$ cat src/u8t_pkg.sv
// Shared constants, types and helpers of the 8N1 UART transceiver.
`default_nettype none
package u8t_pkg;

   localparam int FIFO_DEPTH = 16;
   localparam int FIFO_AW    = (FIFO_DEPTH > 1) ? $clog2(FIFO_DEPTH) : 1;
   localparam int FIFO_CW    = $clog2(FIFO_DEPTH + 1);
   localparam int LEVEL_W    = 5;

   localparam logic [15:0] PERIOD_RESET = 16'd5208;
   localparam logic [15:0] PERIOD_MIN   = 16'd4;

   // transmitter bit positions: idle, start, data 0..7, stop
   localparam logic [3:0] TX_IDLE  = 4'd0;
   localparam logic [3:0] TX_START = 4'd1;
   localparam logic [3:0] TX_DATA0 = 4'd2;
   localparam logic [3:0] TX_DATA7 = 4'd9;
   localparam logic [3:0] TX_STOP  = 4'd10;

   // receiver positions: idle, waiting for data bit 0..7, waiting for stop end
   localparam logic [3:0] RX_IDLE  = 4'd0;
   localparam logic [3:0] RX_FIRST = 4'd1;
   localparam logic [3:0] RX_LAST  = 4'd8;
   localparam logic [3:0] RX_STOP  = 4'd9;

   typedef struct packed {
      logic               line;
      logic               busy;
      logic [LEVEL_W-1:0] level;
      logic               dropped;
   } tx_out_type;

   typedef struct packed {
      logic       valid;
      logic [7:0] data;
   } rx_out_type;

   function automatic logic [FIFO_AW-1:0] next_ptr(input logic [FIFO_AW-1:0] ptr);
      logic [FIFO_AW-1:0] res;
      if (ptr == FIFO_AW'(FIFO_DEPTH - 1)) begin
         res = '0;
      end else begin
         res = ptr + 1'b1;
      end
      return res;
   endfunction

endpackage
`default_nettype wire

$ cat src/u8t_ram.sv
// Generic single-write, single-read RAM with registered read data.
`default_nettype none
module u8t_ram #(
   parameter int WIDTH = 8,
   parameter int DEPTH = 16
) (
   input  wire logic                             clock,
   input  wire logic                             wr_en,
   input  wire logic [$clog2(DEPTH > 1 ? DEPTH : 2)-1:0] wr_addr,
   input  wire logic [WIDTH-1:0]                 wr_data,
   input  wire logic                             rd_en,
   input  wire logic [$clog2(DEPTH > 1 ? DEPTH : 2)-1:0] rd_addr,
   output logic      [WIDTH-1:0]                 rd_data
);

   logic [WIDTH-1:0] mem [DEPTH];

   always_ff @(posedge clock) begin
      if (wr_en) begin
         mem[wr_addr] <= wr_data;
      end
      if (rd_en) begin
         rd_data <= mem[rd_addr];
      end
   end

endmodule
`default_nettype wire

$ cat src/u8t_tx.sv
// Transmit FIFO control around the byte RAM, and the 8N1 frame transmitter.
`default_nettype none
module u8t_tx (
   input  wire logic                clock,
   input  wire logic                reset,
   input  wire logic                step,
   input  wire logic                kind,
   input  wire logic [7:0]          tx_byte,
   input  wire logic [15:0]         period,
   output u8t_pkg::tx_out_type      status
);
   import u8t_pkg::*;

   logic [FIFO_AW-1:0] head_ff, head_in;
   logic [FIFO_AW-1:0] tail_ff, tail_in;
   logic [FIFO_CW-1:0] count_ff, count_in;
   logic [3:0]         bit_idx_ff, bit_idx_in;
   logic [15:0]        timer_ff, timer_in;
   logic [7:0]         shift_ff;
   logic               load_ff;
   logic               fwd_ff;
   logic [7:0]         fwd_byte_ff;

   logic               enq_ok;
   logic [FIFO_CW-1:0] count_a;
   logic               start;
   logic [3:0]         idx_a;
   logic [15:0]        timer_a;
   logic [16:0]        timer_inc;
   logic [2:0]         data_sel;
   logic [7:0]         rd_data;

   u8t_ram #(.WIDTH(8), .DEPTH(FIFO_DEPTH)) u_store (
      .clock   (clock),
      .wr_en   (step && enq_ok),
      .wr_addr (tail_ff),
      .wr_data (tx_byte),
      .rd_en   (step && start),
      .rd_addr (head_ff),
      .rd_data (rd_data)
   );

   always_comb begin
      enq_ok    = kind && (count_ff < FIFO_CW'(FIFO_DEPTH));
      count_a   = count_ff + FIFO_CW'(enq_ok);
      start     = (bit_idx_ff == TX_IDLE) && (count_a != '0);
      idx_a     = start ? TX_START : bit_idx_ff;
      timer_a   = start ? 16'd0 : timer_ff;
      timer_inc = {1'b0, timer_a} + 17'd1;
      data_sel  = 3'(idx_a - TX_DATA0);

      status.busy    = (idx_a != TX_IDLE);
      status.dropped = kind && !enq_ok;
      if (idx_a == TX_START) begin
         status.line = 1'b0;
      end else if (idx_a >= TX_DATA0 && idx_a <= TX_DATA7) begin
         status.line = shift_ff[data_sel];
      end else begin
         status.line = 1'b1;
      end

      head_in    = start ? next_ptr(head_ff) : head_ff;
      tail_in    = enq_ok ? next_ptr(tail_ff) : tail_ff;
      count_in   = count_a - FIFO_CW'(start);
      bit_idx_in = idx_a;
      timer_in   = timer_a;
      if (idx_a != TX_IDLE) begin
         if (timer_inc >= {1'b0, period}) begin
            timer_in   = 16'd0;
            bit_idx_in = (idx_a == TX_STOP) ? TX_IDLE : idx_a + 4'd1;
         end else begin
            timer_in = timer_inc[15:0];
         end
      end
      status.level = LEVEL_W'(count_in);
   end

   always_ff @(posedge clock) begin
      if (reset) begin
         head_ff    <= '0;
         tail_ff    <= '0;
         count_ff   <= '0;
         bit_idx_ff <= TX_IDLE;
         timer_ff   <= 16'd0;
         load_ff    <= 1'b0;
      end else begin
         load_ff <= step && start;
         if (step) begin
            head_ff    <= head_in;
            tail_ff    <= tail_in;
            count_ff   <= count_in;
            bit_idx_ff <= bit_idx_in;
            timer_ff   <= timer_in;
         end
      end
   end

   // a byte written and read at the same entry in one tick bypasses the RAM
   always_ff @(posedge clock) begin
      if (step && start) begin
         fwd_ff      <= enq_ok && (count_ff == '0);
         fwd_byte_ff <= tx_byte;
      end
      if (load_ff) begin
         shift_ff <= fwd_ff ? fwd_byte_ff : rd_data;
      end
   end

   a_count_bound: assert property (@(posedge clock) disable iff (reset)
      count_ff <= FIFO_CW'(FIFO_DEPTH))
      else $error("tx fifo count beyond depth");

   a_ptr_count: assert property (@(posedge clock) disable iff (reset)
      FIFO_AW'(tail_ff - head_ff) == FIFO_AW'(count_ff))
      else $error("tx fifo pointers disagree with count");

   a_load_in_start: assert property (@(posedge clock) disable iff (reset)
      load_ff |-> bit_idx_ff == TX_START)
      else $error("tx shift loaded outside the start bit");

endmodule
`default_nettype wire

$ cat src/u8t_rx.sv
// 8N1 frame receiver: falling-edge detect, sampling a quarter period into each bit, byte assembly.
`default_nettype none
module u8t_rx (
   input  wire logic           clock,
   input  wire logic           reset,
   input  wire logic           step,
   input  wire logic           rx_level,
   input  wire logic [15:0]    period,
   output u8t_pkg::rx_out_type result
);
   import u8t_pkg::*;

   logic [3:0]  bit_idx_ff, bit_idx_in;
   logic [16:0] timer_ff, timer_in;
   logic [7:0]  shift_ff, shift_in;
   logic        last_ff;

   logic [17:0] target;
   logic [17:0] timer_inc;
   logic [2:0]  bit_sel;

   always_comb begin
      // first data sample sits a quarter period past the start bit
      target     = (bit_idx_ff == RX_FIRST) ?
                   {2'b00, period} + {4'b0000, period[15:2]} : {2'b00, period};
      timer_inc  = {1'b0, timer_ff} + 18'd1;
      bit_sel    = 3'(bit_idx_ff - RX_FIRST);
      bit_idx_in = bit_idx_ff;
      timer_in   = timer_ff;
      shift_in   = shift_ff;
      result     = '0;
      if (bit_idx_ff == RX_IDLE) begin
         if (last_ff && !rx_level) begin
            bit_idx_in = RX_FIRST;
            timer_in   = 17'd0;
         end
      end else if (timer_inc >= target) begin
         timer_in = 17'd0;
         if (bit_idx_ff <= RX_LAST) begin
            shift_in[bit_sel] = rx_level;
            bit_idx_in        = bit_idx_ff + 4'd1;
         end else begin
            result.valid = 1'b1;
            result.data  = shift_ff;
            shift_in     = 8'd0;
            bit_idx_in   = RX_IDLE;
         end
      end else begin
         timer_in = timer_inc[16:0];
      end
   end

   always_ff @(posedge clock) begin
      if (reset) begin
         bit_idx_ff <= RX_IDLE;
         timer_ff   <= 17'd0;
         shift_ff   <= 8'd0;
         last_ff    <= 1'b1;
      end else if (step) begin
         bit_idx_ff <= bit_idx_in;
         timer_ff   <= timer_in;
         shift_ff   <= shift_in;
         last_ff    <= rx_level;
      end
   end

   a_idx_bound: assert property (@(posedge clock) disable iff (reset)
      bit_idx_ff <= RX_STOP)
      else $error("rx bit position out of range");

   a_idle_timer: assert property (@(posedge clock) disable iff (reset)
      bit_idx_ff == RX_IDLE |-> timer_ff == 17'd0)
      else $error("rx timer running while idle");

   a_idle_shift: assert property (@(posedge clock) disable iff (reset)
      bit_idx_ff == RX_IDLE |-> shift_ff == 8'd0)
      else $error("rx shift register not cleared while idle");

endmodule
`default_nettype wire

$ cat src/uart_8n1_transceiver.sv
// Top level of the 8N1 UART transceiver: stream ports, period register, result stage.
//
// Each request transaction is one tick of the serial timebase. It carries the
// sampled receive line and may offer a byte for the 16-entry transmit FIFO
// (req_tuser high); a byte offered to a full FIFO is dropped and flagged.
// Every request yields exactly one response transaction holding the transmit
// line level, a received byte with its valid flag, the busy flag, the FIFO
// fill level and the drop flag for that tick.
// The response comes in the cycle after its request; one request is taken every
// cycle unless a response stalls. The response register takes a new result in the
// same cycle as the old one leaves, so req_tready follows rsp_tready while a response
// is held; a stalled response holds and stalls requests, and no tick advances.
// The FIFO bytes live in a RAM with a registered read; the frame shifter is
// loaded from it in the cycle after a frame starts.
// The bit period register (csr_data, ticks per bit, values below 4 act as 4)
// is written whenever csr_valid is high and applies from the next tick.
// Reset loads 5208 into the period, empties the FIFO and idles the transmitter and the receiver.
`default_nettype none
module uart_8n1_transceiver (
   input  wire logic        clock,
   input  wire logic        reset,
   input  wire logic        req_tvalid,
   output logic             req_tready,
   input  wire logic [15:0] req_tdata,  // tx_byte[7:0], rx_level[8], zero pad
   input  wire logic        req_tuser,  // kind
   output logic             rsp_tvalid,
   input  wire logic        rsp_tready,
   // tx_line[0], rx_byte[8:1], rx_valid[9], tx_busy[10], fifo_level[15:11],
   // tx_dropped[16], zero pad
   output logic [23:0]      rsp_tdata,
   input  wire logic        csr_valid,
   output logic             csr_ready,
   input  wire logic [15:0] csr_data
);
   import u8t_pkg::*;

   logic        step;
   logic [15:0] period_ff;
   logic [15:0] period;
   logic        rsp_valid_ff;
   logic [23:0] rsp_data_ff, rsp_data_in;
   tx_out_type  tx_status;
   rx_out_type  rx_result;

   assign req_tready = !rsp_valid_ff || rsp_tready;
   assign step       = req_tvalid && req_tready;
   assign csr_ready  = 1'b1;
   assign period     = (period_ff < PERIOD_MIN) ? PERIOD_MIN : period_ff;
   assign rsp_tvalid = rsp_valid_ff;
   assign rsp_tdata  = rsp_data_ff;

   u8t_tx u_tx (
      .clock   (clock),
      .reset   (reset),
      .step    (step),
      .kind    (req_tuser),
      .tx_byte (req_tdata[7:0]),
      .period  (period),
      .status  (tx_status)
   );

   u8t_rx u_rx (
      .clock    (clock),
      .reset    (reset),
      .step     (step),
      .rx_level (req_tdata[8]),
      .period   (period),
      .result   (rx_result)
   );

   assign rsp_data_in = {7'd0, tx_status.dropped, tx_status.level, tx_status.busy,
                         rx_result.valid, rx_result.data, tx_status.line};

   always_ff @(posedge clock) begin
      if (reset) begin
         period_ff    <= PERIOD_RESET;
         rsp_valid_ff <= 1'b0;
      end else begin
         if (csr_valid) begin
            period_ff <= csr_data;
         end
         if (req_tready) begin
            rsp_valid_ff <= req_tvalid;
         end
      end
   end

   always_ff @(posedge clock) begin
      if (step) begin
         rsp_data_ff <= rsp_data_in;
      end
   end

   a_step_fills: assert property (@(posedge clock) disable iff (reset)
      step |=> rsp_valid_ff)
      else $error("accepted tick produced no response");

   a_byte_zero: assert property (@(posedge clock) disable iff (reset)
      rsp_valid_ff && !rsp_data_ff[9] |-> rsp_data_ff[8:1] == 8'd0)
      else $error("received byte nonzero without valid");

   a_line_idle: assert property (@(posedge clock) disable iff (reset)
      rsp_valid_ff && !rsp_data_ff[10] |-> rsp_data_ff[0])
      else $error("transmit line low while not busy");

endmodule
`default_nettype wire
$ cat config.mk
export PLATFORM = sky130hd
export DESIGN_NAME = uart_8n1_transceiver
export DESIGN_NICKNAME = d
export VERILOG_FILES = /design/src/u8t_pkg.sv /design/src/u8t_ram.sv /design/src/u8t_tx.sv /design/src/u8t_rx.sv /design/src/uart_8n1_transceiver.sv
export SDC_FILE = /design/constraint.sdc
export NUM_CORES = 1
export LEC_CHECK = 0
export BUFFER_PORTS_ARGS = -buffer_cell sky130_fd_sc_hd__buf_2
export CORE_UTILIZATION = 46
export CTS_CLUSTER_DIAMETER = 150
export DETAILED_ROUTE_END_ITERATION = 8
export PLACE_DENSITY = 0.62
export SYNTH_ARGS = -nofsm -noshare
export SYNTH_HDL_FRONTEND = slang
export SYNTH_SLANG_ARGS = --single-unit
$ cat constraint.sdc
create_clock -name clock -period 4.9 [get_ports clock]
set_clock_uncertainty 0.05 [all_clocks]
set_input_delay 0 -clock clock [delete_from_list [all_inputs] [get_ports clock]]
set_output_delay 0 -clock clock [all_outputs]
set_load 0.02 [all_outputs]
==> key figures, run 1 <==
Die
  • Die Area: 27,800 µm²
  • Die width: 167 µm
  • Initial Util: 47.4%
  • Die H: 167 µm
  • Boundary pin count: 65
  • Core area: 26,400 µm²
  • Core Rows: 59

Worst setup path
  • Crit Path Max Fanout: 8
  • Data required time of the worst path: 5.30 ns
  • FF-to-FF Start: period_ff[13]
  • Critical path's slowest cell: o311a_4
  • Critical path cell sequence: nor4_4, nand4_1, nor2b_4, inv_2, ha_2, inv_1, fa_2, nand2b_4, a21oi_4, o21ai_2, a311oi_2, buf_4, o31ai_2, a21oi_1, nand4_1, ha_1, and4_1, nand4_1, o311a_4, or3_4, a221oi_2
  • CP most frequent cell: nand4_1
  • Crit path kind: reg2reg
  • WP data arrival: 5.06 ns
  • Critical Path Start Type: flop
  • CP endpoint kind: flop
  • Worst stage delay on the critical path: 0.38 ns
  • Worst setup path start: period_ff[13]

Clock tree
  • CTS tree: built
  • CTS root buf: clkbuf_16
  • Clock buffer count from CTS: 27
  • H-tree levels: 1
  • Clk_lat worst skew: 0.55 ns
  • Clock buffer depth: 3
  • Clock Sinks: 251
  • Clock Pin Slew Worst Setup and Hold Paths: 0.07 ns

Pwr
  • Design Power: 5.88 mW
  • Cell leakage power: 5.33 nW
  • PD cells: 395 nW/µm²
  • VDD IR-drop max: 300 µV

Yosys
  • Synth Register Bits: 251
  • Syn_area_per_cell: 11.7 µm²
  • Sequential cell area fraction in the yosys report: 53.8%
  • Synth warn: 0
  • Cell Area, Synth: 12,500 µm²
  • Ys flop type: edfxtp_1
  • Yosys cell types: 72
  • Cells after Synth: 1,070
  • Number of synthesized flops with an enable pin: 170
  • Ys async rst share: 0%

STA
  • Final period util: 95.2%
  • Slew Limit Fails: 0
  • Final setup viols: 0
  • Worst slew pin tran: 1.22 ns
  • Fmax: 214 MHz
  • Slew Limit Headroom: 18.7%
  • Fin crit period: 4.66 ns
  • Hold Vio Cnt, Final: 0

Route
  • DRT antenna net count: 0
  • Total Wirelength: 26,600 µm
  • Drt pass-1 iters: 5
  • Routed wire per std cell: 17.3 µm
  • Vias per Instance: 5.57
  • Drt initial violations: 568
  • Residual DRC: 0
  • DR vias: 8,530

Place
  • Routability Congestion: 0.819
  • Port bufs: 49
  • Detailed Place HPWL: 18,000 µm
  • Post-DP Area: 13,200 µm²

Flow run
  • Max cap viols: 0

Cells and area
  • Final net count: 1,277
  • Final Instance Area: 14,900 µm²
  • Share of cells above drive strength 1: 20.3%
  • P&R area growth vs syn: 19.2%
  • Number of fill cells in the layout: 2,124
  • Area of the multi-input gates: 5560 µm²
  • Antenna Diode Count: 0
  • Register area: 6730 µm²

GRT
  • Met1 global-route usage: 27.3%
  • Initial antenna violation count: 0
  • Grt met2 use: 30.8%
  • First-pass GRT wire length: 43,100 µm
  • Gr usage total: 19.0%
  • Pin count of the biggest net entering global routing: 78
  • Gr ovfl total: 0
  • Vias in the first global route: 8,201
  • Met3 Usage GRT: 2.31%
  • Gr busiest metal: met2

Status
  • Outcome: finished clean

Hold path
  • Hold Path Class: in2reg
  • Hold Crit Start: reset
## critical path, delay by kind of cell (launching register included)
family,cells,cell delay [ns]
compound gates,7,1.44
fa+ha+maj,3,0.88
buf+inv,3,0.27
flops,1,0.34
simple gates,8,1.57
## sequential cells by signal, indices dropped and copies added, names as in the netlist, 4 cells and up
name and flops:
u_rx.shift_ff 8, u_tx.timer_ff 16, u_tx.count_ff 5, u_tx.u_store.mem 128, u_tx.tail_ff 4, u_tx.bit_idx_ff 4, u_rx.timer_ff 17, u_rx.bit_idx_ff 4
u_tx.u_store.rd_data 8, u_tx.fwd_byte_ff 8, period_ff 16, rsp_tdata 17, u_tx.shift_ff 8, u_tx.head_ff 4
## logic make-up after synthesis
logic type	count (synthesis)	synth area share, %
simple gates	344	13.7
flops	251	53.8
compound gates	180	9.47
buf+inv	121	4.05
mux	66	9.59
fa+ha+maj	63	6.36
xor+xnor	43	3.01
other cells	2	0.0601
## path summary, 6_finish.rpt
check,slack [ns],cells past startpoint,end
min,0.11,3,u_rx.timer_ff[6]
max,0.24,21,u_rx.bit_idx_ff[3]
max reg2reg,0.24,21,u_rx.bit_idx_ff[3]
min reg2reg,0.42,2,u_rx.shift_ff[4]
## per-stage QoR
| step | util [%] | std cells | setup TNS, ns | hold WS [ns] | worst slack, ns |
|---|---|---|---|---|---|
| 2_1_floorplan | - | 1076 | 0 | 0.0489 | 0.00901 |
| 3_5_place_dp | 50.2 | 1430 | -0.389 | 0.188 | -0.113 |
| 5_1_grt | 56.6 | 1532 | -0.0999 | 0.147 | -0.0438 |
| 3_3_place_gp | 50.2 | 1430 | 0 | 0.190 | 0.0400 |
| 4_1_cts | 55.5 | 1529 | 0 | 0.0895 | 0.00469 |
| 6_report | 56.6 | 1532 | 0 | 0.106 | 0.236 |
## cells in the mapped netlist (15+ instances only)
master      n  area [µm²]
inv_1      40         150
nor3_1     19        95.1
clkbuf_1   46         173
nand2b_1   15        93.8
xnor2_1    28         245
xor2_1     15         131
ha_1       62         776
o21ai_0    17        85.1
nor4_1     16         100
mux4_2     42         946
a21oi_1    68         340
nor2_1     98         368
nand3_1    36         180
edfxtp_1  170        5100
nand2_1    77         289
dfxtp_1    81        1620
## power breakdown
group | total, mW | leakage [nW] | internal [mW] | switching (mW)
Combinational | 1.30 | 2.69 | 0.567 | 0.735
Clock | 2.01 | 0.428 | 1.19 | 0.825
Sequential | 2.57 | 2.22 | 2.44 | 0.129
## placed cells by master (no fill, tap or decap), drive strengths merged, types with 5 or more instances in the layout
| master | Yosys | final |
|---|---|---|
| clkinv | 2 | 13 |
| mux2i | 14 | 14 |
| ha | 62 | 62 |
| or3 | 7 | 7 |
| a32oi | 10 | 10 |
| and4 | 5 | 5 |
| and2 | 12 | 12 |
| xnor2 | 28 | 28 |
| a211oi | 7 | 7 |
| dlygate4sd3 | 0 | 49 |
| clkbuf | 46 | 32 |
| nand4 | 14 | 14 |
| nor4 | 17 | 17 |
| o21a | 6 | 6 |
| nand3 | 36 | 36 |
| o21ai | 20 | 20 |
| dfxtp | 81 | 81 |
| inv | 41 | 43 |
| and3 | 8 | 8 |
| a31oi | 8 | 8 |
| a21oi | 70 | 70 |
| mux4 | 42 | 42 |
| nand2 | 77 | 77 |
| edfxtp | 170 | 170 |
| xor2 | 15 | 15 |
| nor2 | 99 | 99 |
| nand2b | 15 | 15 |
| conb | 2 | 8 |
| nor3 | 20 | 20 |
| mux2 | 10 | 10 |
| o211ai | 12 | 12 |
| o32ai | 6 | 6 |
| nor2b | 12 | 12 |
| o31ai | 8 | 8 |
| buf | 32 | 100 |
| nor3b | 5 | 5 |
## per-layer routing
layer / vias up / routed length [µm]
met4: 0 / 528
met3: 33 / 1030
met5: - / 0
met2: 180 / 12300
met1: 4111 / 12700
li1: 4206 / -
## layout make-up
cell class	count	share of cell area, %
sequential	251	45.2
clock inverter	18	1.21
clock buffer	32	4.73
timing repair buffer	149	7.72
inverter	43	1.08
tap	335	2.81
multi-input combinational	704	37.3
## what timing repair did
| action | in CTS | in global routing |
|---|---|---|
| pin swaps | 0 | 17 |
| endpoints found under the setup margin | 19 | 58 |
| resized for setup | 5 | 52 |
| hold endpoints to repair | 161 | 0 |
| hold buffers | 49 | 0 |
| setup buffers | 0 | 3 |
No activity file was read; power rests on OpenSTA's default activity.
==> inputs of run 2 (changes only) <==
--- a/config.mk
+++ b/config.mk
@@ -5,6 +5,7 @@
 export SDC_FILE = /design/constraint.sdc
 export NUM_CORES = 1
 export LEC_CHECK = 0
+export ABC_CLOCK_PERIOD_IN_PS = 4900
 export BUFFER_PORTS_ARGS = -buffer_cell sky130_fd_sc_hd__buf_2
 export CORE_UTILIZATION = 46
 export CTS_CLUSTER_DIAMETER = 150
@@ -12,4 +13,5 @@
 export PLACE_DENSITY = 0.62
 export SYNTH_ARGS = -nofsm -noshare
 export SYNTH_HDL_FRONTEND = slang
+export SYNTH_HIERARCHICAL = 1
 export SYNTH_SLANG_ARGS = --single-unit
==> constraint.sdc (replaced) <==
create_clock -name clock -period 4.9 [get_ports clock]
set_clock_uncertainty 0.05 [all_clocks]
set_input_delay 0 -clock clock [delete_from_list [all_inputs] [get_ports clock]]
set_output_delay 0 -clock clock [all_outputs]
set_load 0.1 [all_outputs]
==> key figures, run 2 <==
STA
  • Slew Limit Fails: 0 (unchanged)
  • Fin crit period: 4.73 ns (+0.0631 ns)
  • Fmax: 212 MHz (-1.3%)
  • Slew Limit Headroom: 18.1% (-0.61 points)
  • Hold Vio Cnt, Final: 0 (unchanged)
  • Worst slew pin tran: 1.23 ns (+0.0137 ns)
  • Setup ws final: 0.173 ns (-0.0631 ns)
  • Final setup viols: 0 (unchanged)
  • Final period util: 96.5% (+1.3 points)

Pwr
  • Clock share of power: 33.6% (-0.6 points)
  • Seq pwr share: 41.5% (-2.1 points)
  • Int Power: 4.28 mW (+2.1%)
  • P_sw: 1.92 mW (+14%)
  • Switching Fraction: 31.0% (+2.2 points)
  • PD cells: 412 nW/µm² (+4.4%)
  • Cell leakage power: 5.55 nW (+4.1%)
  • Comb power frac: 25.0% (+2.9 points)
  • Design Power: 6.20 mW (+5.4%)
  • VDD IR-drop max: 301 µV (+0.11%)

Worst setup path
  • Crit path kind: reg2reg
  • Gate family responsible for the most delay along the worst path: compound AO/OA/AOI/OAI gates
  • Buf/Inv on CP: 0 (-3)
  • CP most frequent cell: ha_1
  • Crit Path Max Fanout: 3 (-5)
  • Critical path cell sequence: nor4_4, a41oi_1, ha_1, fa_1, a211o_1, a211oi_2, o21ai_1, a22oi_2, nor4b_1, a311oi_1, ha_1, nand3_1, nor3_2, nand4b_1, and4_1, or4b_1, a32o_1
  • Critical Path Start Type: flop
  • Cell count along the critical path: 17 (-19%)
  • WP data arrival: 5.11 ns (+0.05 ns)
  • Data required time of the worst path: 5.28 ns (-0.02 ns)
  • Critical path's slowest cell: or4b_1
  • CP endpoint kind: flop
  • Worst r2r path cells: 17 (-19%)
  • Worst stage delay on the critical path: 0.51 ns (+0.13 ns)

Clock tree
  • Clock Sinks: 251 (unchanged)
  • Clk_lat worst skew: 0.56 ns (about the same)
  • Clock buffer count from CTS: 27 (unchanged)
  • CTS root buf: clkbuf_16
  • H-tree levels: 1 (unchanged)
  • Clock Pin Slew Worst Setup and Hold Paths: 0.06 ns (about the same)
  • CTS tree: built
  • Clock buffer depth: 3 (unchanged)

Route
  • DRT antenna net count: 0 (unchanged)
  • DR vias: 8,723 (+2.3%)
  • Routed wire per std cell: 17.3 µm (-0.39%)
  • Drt initial violations: 562 (-1.1%)
  • Drt pass-1 iters: 5 (unchanged)
  • Vias per Instance: 5.50 (-1.2%)
  • Residual DRC: 0 (unchanged)
  • Total Wirelength: 27,400 µm (+3.1%)

Die
  • Boundary pin count: 65 (unchanged)
  • Core area: 27,200 µm² (+3.1%)
  • Initial Util: 47.2% (-0.22 points)
  • Core Rows: 60 (+1.7%)
  • Die width: 169 µm (+1.3%)
  • Die H: 169 µm (+1.3%)
  • Die Area: 28,600 µm² (+2.6%)

Place
  • Routability Congestion: 0.811 (-0.95%)
  • Detailed Place HPWL: 18,100 µm (+0.52%)
  • Port bufs: 49 (unchanged)
  • Place WS: -0.146 ns (-0.0330 ns)
  • Post-DP Area: 13,500 µm² (+2.4%)
  • Cell count after placement: 1,490 (+4.2%)

Yosys
  • Synth warn: 6 (+6)
  • Cell Area, Synth: 12,800 µm² (+2.6%)
  • Synth Register Bits: 251 (unchanged)
  • Ys async rst share: 0% (unchanged)
  • Post-synth top cells: 170 x edfxtp_1, 83 x nor2_1, 81 x dfxtp_1
  • Number of synthesized flops with an enable pin: 170 (unchanged)
  • Synth area leader: edfxtp_1
  • Top-area cell type share of the netlist area: 39.8% (-1.0 points)
  • Ys flop type: edfxtp_1
  • Top-count cell post-synth: edfxtp_1
  • Area contributors post-synth: edfxtp_1 40%, dfxtp_1 13%, ha_1 5.7%, mux4_2 3.3%, mux4_1 2.9%
  • Sequential cell area fraction in the yosys report: 52.4% (-1.4 points)
  • Syn_area_per_cell: 11.8 µm² (+1.3%)
  • Cells after Synth: 1,084 (+1.3%)
  • Yosys cell types: 86 (+19%)

Hold path
  • Hold-critical path depth: 3 (unchanged)
  • Hold Path Class: in2reg

GRT
  • First-pass GRT wire length: 44,800 µm (+4.0%)
  • Initial antenna violation count: 0 (unchanged)
  • Vias in the first global route: 8,786 (+7.1%)
  • Gr usage total: 19.6% (+0.52 points)
  • Pin count of the biggest net entering global routing: 58 (-26%)
  • Gr ovfl total: 0 (unchanged)

Status
  • Outcome: finished clean

Cells and area
  • Final net count: 1,290 (+1.0%)
  • Antenna Diode Count: 0 (unchanged)
  • Number of flip-flops in the largest register: 128 (unchanged)
  • Register with the most flip-flops: u_tx/u_store/mem
  • Most frequent cells in the layout: 170 x edfxtp_1, 80 x dfxtp_1, 79 x nor2_1
  • Commonest non-fill, non-tap cell in the layout: edfxtp_1
  • Share of cells above drive strength 1: 18.0% (-2.3 points)
  • Number of fill cells in the layout: 2,280 (+7.3%)
  • Layout Cells excl Fill: 1,586 (+3.5%)
  • Final Instance Area: 15,100 µm² (+0.99%)
  • P&R area growth vs syn: 17.3%

Flow run
  • Max cap viols: 0 (unchanged)
## run 2: cell count changes in the layout (fill, tap and decap cells not counted), sizes merged, moves of 9 or more
cell	change
a22o	+11
a22oi	+15
a32oi	-10
and3	+9
mux2i	+12
mux4	-9
nand3	+9
nor2	-16
o21ai	+10
xor2	+9
## run 2: stage by stage
| stage | setup TNS, ns | util (%) | hold WS [ns] |
|---|---|---|---|
| after CTS | 0 | 54.9 | 0.00661 |
| after floorplan | 0 | - | 0.0191 |
| after detailed placement | -0.173 | 49.8 | 0.169 |
| after global routing | -0.324 | 55.4 | 0.0602 |
| after global placement | -0.00928 | 49.8 | 0.170 |
| final | 0 | 55.4 | 0.0258 |
## run 2: cell type report
| class | instances | area, µm² | area share [%] |
|---|---|---|---|
| inverters | 36 | 135 | 0.898 |
| clock inverters | 10 | 121 | 0.806 |
| flip-flops and latches | 251 | 6730 | 44.7 |
| multi-input cells | 732 | 5720 | 38.0 |
| well taps | 372 | 465 | 3.09 |
| repair buffers | 145 | 1080 | 7.17 |
| clock buffers | 40 | 806 | 5.35 |
## run 2: metal layers
layer | GRT usage (%) | wire length, µm | vias to the layer above
met5 | 0 | 0 | -
li1 | - | - | 4306
met3 | 2.64 | 973 | 39
met4 | 5.68 | 586 | 0
met2 | 34.0 | 13400 | 158
met1 | 25.5 | 12400 | 4220
## run 2: what timing repair did
item                                   in CTS  in global routing
cloned                                      0                  0
endpoints found under the hold margin     160                  0
resized for setup                           3                 24
pin swaps                                   0                 11
setup endpoints to repair                   8                 44
setup buffers                               0                  2
hold buffers                               44                  0
## run 2: power groups by stage
stage	registers (mW)	clock network [mW]	logic [mW]
after detailed placement	2.62	0	1.48
after global placement	2.61	0	1.47
after floorplan	2.79	0	0.967
after global routing	2.59	2.21	1.68
after CTS	2.57	2.13	1.52
final	2.57	2.08	1.55
## run 2: worst min-delay path, cell delays in order
cell	delay, ns
buf_2	0.10
buf_4	0.30
nor2_1	0.16
## run 2: cells by family after synthesis
family / after synthesis / share of synthesized area [%]
muxes: 67 / 8.93
xor gates and xnor gates: 49 / 3.55
adders and majority gates: 59 / 5.81
and+or+nand+nor: 337 / 13.8
AOI/OAI and AO/OA: 212 / 11.2
DFF: 251 / 52.4
other: 2 / 0.0585
buffers and inverters: 107 / 4.20
## run 2: final timing paths
kind,start,end,slack (ns)
worst max-delay path,period_ff[12],u_rx/shift_ff[0],0.17
worst min-delay path,reset,u_tx/count_ff[2],0.03
worst max register to register,period_ff[12],u_rx/shift_ff[0],0.17
worst min register to register,u_tx/timer_ff[14],u_tx/timer_ff[14],0.44
